`config.mk`:
```
export PLATFORM = sky130hd
export DESIGN_NAME = consistent_hash_ring
export DESIGN_NICKNAME = d
export VERILOG_FILES = /design/src/sv/chr_pkg.sv /design/src/sv/consistent_hash_ring.sv
export SDC_FILE = /design/constraint.sdc
export NUM_CORES = 2
export LEC_CHECK = 0
export BUFFER_PORTS_ARGS = -buffer_cell sky130_fd_sc_hd__buf_2
export CAP_MARGIN = 10
export CORE_UTILIZATION = 45
export DETAILED_ROUTE_END_ITERATION = 10
export GPL_ROUTABILITY_DRIVEN = 0
export SLEW_MARGIN = 10
export SYNTH_ARGS = -nofsm -noshare
export SYNTH_HDL_FRONTEND = slang
export SYNTH_SLANG_ARGS = --single-unit
```
`constraint.sdc`:
```
create_clock -name clk -period 13.67 [get_ports clk]
set_clock_uncertainty 0.1 [all_clocks]
set_input_delay 1.367 -clock clk [delete_from_list [all_inputs] [get_ports clk]]
set_output_delay 1.367 -clock clk [all_outputs]
set_load 0.005 [all_outputs]
```
`src/sv/chr_pkg.sv`:
```
// ----------------------------------------------------------------------------
// chr_pkg
// Shared types, sizes and codes of the consistent hash ring.
// ----------------------------------------------------------------------------
package chr_pkg;

    localparam int MAX_SERVERS = 16;
    localparam int HASH_BITS   = 64;

    localparam int IDX_W = $clog2(MAX_SERVERS);
    localparam int CNT_W = $clog2(MAX_SERVERS + 1);

    localparam int ID_W   = 8;
    localparam int HASH_W = 64;

    typedef logic [1:0] func_t;
    localparam func_t FUNC_ADD    = 2'd0;
    localparam func_t FUNC_REMOVE = 2'd1;
    localparam func_t FUNC_LOOKUP = 2'd2;

    typedef logic [1:0] status_t;
    localparam status_t ST_OK        = 2'd0;
    localparam status_t ST_EMPTY     = 2'd1;
    localparam status_t ST_FULL      = 2'd2;
    localparam status_t ST_NOT_FOUND = 2'd3;

    typedef enum logic [1:0]
    {
        S_IDLE,
        S_SCAN,
        S_FINISH
    } state_t;

    // Keep the low HASH_BITS bits, sign-extended to the full word.
    function automatic logic signed [HASH_W-1:0] norm_hash(input logic [HASH_W-1:0] v);
        logic signed [HASH_W-1:0] t;
        t = $signed(v) <<< (HASH_W - HASH_BITS);
        return t >>> (HASH_W - HASH_BITS);
    endfunction

endpackage

```
`src/sv/consistent_hash_ring.sv`:
```
// ----------------------------------------------------------------------------
// consistent_hash_ring
// Sorted ring of server hashes with add, remove and key owner lookup.
// ----------------------------------------------------------------------------
// After input accept, the scan walks the sorted entries one compare per cycle
// (skipped on an empty ring); the finish step then waits for a free output.
// No new item is taken during a scan or the finish step.
// The result sits in an output register, so the next item is taken while it
// waits. Reset clears the entry count and control; entries need no clearing.
module consistent_hash_ring
(
    input  logic         clk,
    input  logic         rst_n,
    input  logic         s_tvalid,
    output logic         s_tready,
    input  logic [71:0]  s_tdata,   // hash_value[63:0], node_id[71:64]
    input  logic [1:0]   s_tuser,   // func[1:0]
    output logic         m_tvalid,
    input  logic         m_tready,
    output logic [135:0] m_tdata,   // owner_id[7:0], range_start[71:8], range_end[135:72]
    output logic [1:0]   m_tuser    // status[1:0]
);

    localparam int IDX_W  = chr_pkg::IDX_W;
    localparam int CNT_W  = chr_pkg::CNT_W;
    localparam int HASH_W = chr_pkg::HASH_W;
    localparam int ID_W   = chr_pkg::ID_W;
    localparam int NSRV   = chr_pkg::MAX_SERVERS;

    // ring storage, sorted ascending by signed hash
    logic signed [HASH_W-1:0] ring_hash [NSRV];
    logic [ID_W-1:0]          ring_owner [NSRV];
    logic [CNT_W-1:0]         count_reg;

    chr_pkg::state_t state_reg, state_next;

    // latched item
    chr_pkg::func_t           func_reg;
    logic signed [HASH_W-1:0] h_reg;
    logic [ID_W-1:0]          id_reg;

    // scan captures
    logic [IDX_W-1:0]         scan_reg;
    logic                     found_reg, eq_reg, just_reg;
    logic [IDX_W-1:0]         pos_reg;
    logic signed [HASH_W-1:0] pos_hash_reg, prev_at_pos_reg, prev_reg;
    logic signed [HASH_W-1:0] first_hash_reg, last_hash_reg;
    logic [ID_W-1:0]          pos_owner_reg, first_owner_reg, next_owner_reg;

    // output register
    logic                     m_valid_reg;
    chr_pkg::status_t         st_reg;
    logic [ID_W-1:0]          o_owner_reg;
    logic signed [HASH_W-1:0] o_start_reg, o_end_reg;

    // control from the finish step
    logic                     in_acc, scan_last, out_free, commit;
    logic                     do_ins, do_del, do_upd;
    chr_pkg::status_t         r_status;
    logic [ID_W-1:0]          r_owner;
    logic signed [HASH_W-1:0] r_start, r_end;
    logic signed [HASH_W-1:0] pred_sel;
    logic [IDX_W-1:0]         ins_pos;
    logic [CNT_W-1:0]         count_m1;
    logic signed [HASH_W-1:0] e_hash;
    logic [ID_W-1:0]          e_owner;

    // neighbor taps for the ring shift on insert and delete
    logic signed [HASH_W-1:0] below_hash [NSRV];
    logic [ID_W-1:0]          below_owner [NSRV];
    logic signed [HASH_W-1:0] above_hash [NSRV];
    logic [ID_W-1:0]          above_owner [NSRV];

    for (genvar j = 0; j < NSRV; j++)
    begin : g_nb
        if (j == 0)
        begin : g_lo
            assign below_hash[j]  = h_reg;
            assign below_owner[j] = id_reg;
        end
        else
        begin : g_mid
            assign below_hash[j]  = ring_hash[j-1];
            assign below_owner[j] = ring_owner[j-1];
        end
        if (j == NSRV - 1)
        begin : g_hi
            assign above_hash[j]  = ring_hash[j];
            assign above_owner[j] = ring_owner[j];
        end
        else
        begin : g_up
            assign above_hash[j]  = ring_hash[j+1];
            assign above_owner[j] = ring_owner[j+1];
        end
    end

    assign e_hash    = ring_hash[scan_reg];
    assign e_owner   = ring_owner[scan_reg];
    assign count_m1  = count_reg - CNT_W'(1);
    assign scan_last = (CNT_W'(scan_reg) == count_m1);
    assign out_free  = !m_valid_reg || m_tready;
    assign in_acc    = s_tvalid && s_tready;
    assign commit    = (state_reg == chr_pkg::S_FINISH) && out_free;
    assign pred_sel  = (pos_reg == '0) ? last_hash_reg : prev_at_pos_reg;
    assign ins_pos   = found_reg ? pos_reg : count_reg[IDX_W-1:0];

    always_ff @(posedge clk or negedge rst_n)
    begin
        if (!rst_n)
        begin
            state_reg <= chr_pkg::S_IDLE;
        end
        else
        begin
            state_reg <= state_next;
        end
    end

    always_comb
    begin
        state_next = state_reg;
        s_tready   = 1'b0;
        do_ins     = 1'b0;
        do_del     = 1'b0;
        do_upd     = 1'b0;
        r_status   = chr_pkg::ST_OK;
        r_owner    = '0;
        r_start    = '0;
        r_end      = '0;

        unique case (func_reg)
            chr_pkg::FUNC_ADD:
            begin
                if (found_reg && eq_reg)
                begin
                    do_upd  = 1'b1;
                    r_owner = id_reg;
                    r_start = pred_sel;
                    r_end   = h_reg;
                end
                else if (count_reg >= CNT_W'(NSRV))
                begin
                    r_status = chr_pkg::ST_FULL;
                end
                else
                begin
                    do_ins  = 1'b1;
                    r_owner = id_reg;
                    r_end   = h_reg;
                    if (found_reg)
                        r_start = pred_sel;
                    else if (count_reg == '0)
                        r_start = h_reg;
                    else
                        r_start = last_hash_reg;
                end
            end
            chr_pkg::FUNC_REMOVE:
            begin
                if (count_reg == '0)
                    r_status = chr_pkg::ST_EMPTY;
                else if (!(found_reg && eq_reg))
                    r_status = chr_pkg::ST_NOT_FOUND;
                else
                begin
                    do_del  = 1'b1;
                    r_owner = (CNT_W'(pos_reg) == count_m1) ? first_owner_reg
                                                            : next_owner_reg;
                    r_start = pred_sel;
                    r_end   = h_reg;
                end
            end
            chr_pkg::FUNC_LOOKUP:
            begin
                if (count_reg == '0)
                    r_status = chr_pkg::ST_EMPTY;
                else if (found_reg)
                begin
                    r_owner = pos_owner_reg;
                    r_start = pred_sel;
                    r_end   = pos_hash_reg;
                end
                else
                begin
                    // past the highest server: wrap to the lowest
                    r_owner = first_owner_reg;
                    r_start = last_hash_reg;
                    r_end   = first_hash_reg;
                end
            end
            default:
            begin
                r_status = chr_pkg::ST_OK;
            end
        endcase

        unique case (state_reg)
            chr_pkg::S_IDLE:
            begin
                s_tready = 1'b1;
                if (s_tvalid)
                    state_next = (count_reg == '0) ? chr_pkg::S_FINISH : chr_pkg::S_SCAN;
            end
            chr_pkg::S_SCAN:
            begin
                if (scan_last)
                    state_next = chr_pkg::S_FINISH;
            end
            chr_pkg::S_FINISH:
            begin
                if (out_free)
                    state_next = chr_pkg::S_IDLE;
            end
            default:
            begin
                state_next = chr_pkg::S_IDLE;
            end
        endcase

        if (!commit)
        begin
            do_ins = 1'b0;
            do_del = 1'b0;
            do_upd = 1'b0;
        end
    end

    // item latch and scan
    always_ff @(posedge clk)
    begin
        if (in_acc)
        begin
            func_reg  <= s_tuser;
            h_reg     <= chr_pkg::norm_hash(s_tdata[63:0]);
            id_reg    <= s_tdata[71:64];
            scan_reg  <= '0;
            found_reg <= 1'b0;
            eq_reg    <= 1'b0;
            just_reg  <= 1'b0;
        end
        else if (state_reg == chr_pkg::S_SCAN)
        begin
            if (scan_reg == '0)
            begin
                first_hash_reg  <= e_hash;
                first_owner_reg <= e_owner;
            end
            if (!found_reg && (h_reg <= e_hash))
            begin
                found_reg       <= 1'b1;
                eq_reg          <= (h_reg == e_hash);
                pos_reg         <= scan_reg;
                pos_hash_reg    <= e_hash;
                pos_owner_reg   <= e_owner;
                prev_at_pos_reg <= prev_reg;
                just_reg        <= 1'b1;
            end
            else
            begin
                just_reg <= 1'b0;
            end
            // successor of the hit entry
            if (just_reg)
                next_owner_reg <= e_owner;
            prev_reg      <= e_hash;
            last_hash_reg <= e_hash;
            scan_reg      <= scan_reg + IDX_W'(1);
        end
    end

    // ring update: on commit in the finish state, lanes from the position up shift for insert or delete
    always_ff @(posedge clk)
    begin
        for (int j = 0; j < NSRV; j++)
        begin
            if (do_ins && (IDX_W'(j) == ins_pos))
            begin
                ring_hash[j]  <= h_reg;
                ring_owner[j] <= id_reg;
            end
            else if (do_ins && (IDX_W'(j) > ins_pos) && (CNT_W'(j) <= count_reg))
            begin
                ring_hash[j]  <= below_hash[j];
                ring_owner[j] <= below_owner[j];
            end
            else if (do_del && (IDX_W'(j) >= pos_reg) && (CNT_W'(j) < count_m1))
            begin
                ring_hash[j]  <= above_hash[j];
                ring_owner[j] <= above_owner[j];
            end
            else if (do_upd && (IDX_W'(j) == pos_reg))
            begin
                ring_owner[j] <= id_reg;
            end
        end
    end

    always_ff @(posedge clk or negedge rst_n)
    begin
        if (!rst_n)
        begin
            count_reg   <= '0;
            m_valid_reg <= 1'b0;
        end
        else
        begin
            if (do_ins)
                count_reg <= count_reg + CNT_W'(1);
            else if (do_del)
                count_reg <= count_m1;

            if (commit)
                m_valid_reg <= 1'b1;
            else if (m_tready)
                m_valid_reg <= 1'b0;
        end
    end

    always_ff @(posedge clk)
    begin
        if (commit)
        begin
            st_reg      <= r_status;
            o_owner_reg <= r_owner;
            o_start_reg <= r_start;
            o_end_reg   <= r_end;
        end
    end

    assign m_tvalid = m_valid_reg;
    assign m_tuser  = st_reg;
    assign m_tdata  = {o_end_reg, o_start_reg, o_owner_reg};

endmodule
```
==> qor.txt <==
Max Clk Rate: 0.126 GHz
VDD IR max: 122 µV
Final period util: 58.0%
count of pins over their slew limit: 0
max incr delay on CP: 1.02 ns
Post-synth top flop: edfxtp_1
worst relative slew slack: 5.88%
CTS tree: yes
WL/cell: 33.5 µm
Final Setup Violations: 0
register bit total from synthesis: 1667
unrepaired setup endpoints after global routing: no
post-synthesis average cell area: 12.2 µm²
Synthesized Nets: 7392
hold_buf cts: 0
row count: 162
Die Ht: 445 µm
Slew @ Worst Pin: 1.40 ns
post-synth top area cell: edfxtp_1
worst hold margin: 0.256 ns
Resized Gates After CTS: 0
clk sink count: 1667
GRT overflow: 0
Detailed Place HPWL: 185000 µm
most common cell in the netlist: edfxtp_1
Synth top area share: 56.1%
WP data required: 14.03 ns
Max Cap Violations: 0
IO Pins: 218
Total Power: 10.3 mW
max reg flops: 1024
Leak: 34.1 nW
largest net degree at the start of global routing: 147
crit start category: register
largest cells by area after synthesis: edfxtp_1, mux4_2, mux2i_1
Crit path buffers/inverters: 4
worst-path cell chain: buf_12 > buf_4 > mux4_2 > mux4_2 > inv_1 > ha_1 > nand4_1 > nor4_1 > nand2_1 > o211ai_1 > mux2i_1 > or2_4 > buf_4
Skew-Pair Late Insertion Delay: 0.85 ns
status: finished, final reports clean
initial core utilization: 45.2%
# DRC: 0
Syn Std Cell Area: 0.0881 mm²
worst path arrival time: 8.29 ns
vias: 65800
setup TNS: 0 ns
Crit Path Class: reg2reg
clock root buffer: clkbuf_16
TritonRoute pass-1 iters: 8
vias in the first global route: 62400
YS warnings: 0
H-tree Lvls: 4
async set-reset flop share out of synthesis: 0.480%
Filler Cell Count: 16900
Core Area: 0.195 mm²
Buffers on Ports: 217
fin util: 49.7%
initial antenna violation count: 12
Top reg by flops: ring_hash
crit-path max FO: 137
worst min-delay path class: in2async
full die area: 0.198 mm²
clk buf depth: 3
Area Overhead vs Synth: 9.77%
CP max-delay cell: nor4_1
synthesized netlist cell count: 7243
top flop regs: ring_hash x1024, ring_owner x128
Starting DRT DRC Count: 9731
GRT Resource Usage Total: 32.9%
first-pass GRT wire length: 467000 µm
Post-synth EDFFs: 1648
share of layout cells above drive strength 1: 16.4%
Top delay family on crit path: buffers and inverters
Nets: 7278
Die W: 445 µm
commonest cells in the netlist: edfxtp_1, nand2_1, nor2_1, mux2i_1, a21oi_1
Routed Antenna Nets: 0
post-synthesis cell type count: 77
CTS buffer count: 177
clock-pin transition on the worst setup and hold timing paths: 0.06 ns
Seq/Total Area, Yosys: 56.6%
final hold violations: 0
Total Routed Length: 332000 µm
setup bufs post-CTS: 0
Final Critical Period: 7.93 ns
crit path capture type: register
Pwr Density: 106 mW/mm²
DR vias/cell: 6.64
stage by stage:
stage	std cells	setup WS, ns	instance area (µm²)
floorplan	7243	1.16	88100
global placement	9573	6.15	91200
detailed placement	9573	6.00	91200
CTS	9898	6.00	96700
global route	9899	5.68	96700
finish	9906	5.74	96700
routing by layer:
layer	wire length [µm]	track usage (%)	vias up
met3	43000	8.40	1001
met4	18200	15.6	12
met5	57	0	-
li1	-	-	27000
met2	149000	50.9	4889
met1	122000	43.4	32900
cells in the final DEF (no fill, tap or decap), drive strengths merged, types with 9 or more instances in the layout:
cell type,count
a211oi,17
a21oi,687
a22oi,18
a31oi,272
and2,9
buf,390
bufinv,9
clkbuf,210
clkinv,96
dfxtp,11
edfxtp,1648
ha,71
inv,88
mux2,141
mux2i,807
mux4,360
nand2,890
nand3,30
nand4,15
nor2,847
nor2b,16
nor3,36
o211ai,15
o21ai,371
o21bai,9
o221ai,23
o22ai,62
or3,26
xnor2,13
worst paths after layout:
check / cells after the start / slack [ns] / end / start
max reg2reg: 13 / 5.74 / pos_hash_reg[52]$_DFFE_PP_ / register
min reg2reg: 0 / 0.39 / prev_at_pos_reg[18]$_DFFE_PP_ / last_hash_reg[18]$_DFFE_PP_
min: 1 / 0.26 / count_reg[3]$_DFFE_PN0P_ / rst_n
min in group clk: 0 / 0.39 / prev_at_pos_reg[18]$_DFFE_PP_ / last_hash_reg[18]$_DFFE_PP_
max: 13 / 5.74 / pos_hash_reg[52]$_DFFE_PP_ / register
max in group asynchronous: 1 / 13.04 / state_reg[1]$_DFFE_PN0P_ / rst_n
area by class of cell:
| cell class | instances | area [µm²] | area share (%) |
|---|---|---|---|
| antenna | 7 | 17.5 | 0.0181 |
| clock buffer | 210 | 4650 | 4.80 |
| clock inverter | 115 | 823 | 0.851 |
| inverter | 82 | 313 | 0.323 |
| multi-input combinational | 4811 | 35300 | 36.4 |
| sequential | 1667 | 49900 | 51.6 |
| tap | 2624 | 3280 | 3.39 |
| timing repair buffer | 390 | 2480 | 2.56 |
cells by family after synthesis:
kind of cell,count (synthesis),synth area share [%]
flip-flops,1667,56.6
multiplexers,1308,20.2
AO/OA/AOI/OAI,1508,9.50
adder cells (fa/ha/maj),71,1.01
AND/OR/NAND/NOR,1906,8.62
buffers and inverters,765,3.89
XOR/XNOR,18,0.187
where the power goes:
| part | total (mW) | internal, mW | switching (mW) | leakage, nW |
|---|---|---|---|---|
| registers | 5.53 | 5.53 | 0.00000000000000000631 | 15.1 |
| clock network | 4.74 | 2.59 | 2.14 | 2.68 |
| logic | 0.0127 | 0.00768 | 0.00500 | 16.3 |
| total | 10.3 | 8.13 | 2.15 | 34.1 |
worst register-to-register path, cell delays in order (launching register included):
cell and delay (ns):
dfxtp_4 0.66, buf_12 0.73, buf_4 0.98, mux4_2 0.41, mux4_2 0.53, inv_1 0.18
ha_1 0.21, nand4_1 0.18, nor4_1 1.02, nand2_1 0.17, o211ai_1 0.34, mux2i_1 0.28
or2_4 0.89, buf_4 0.79
(Power assumes the default switching activity.)
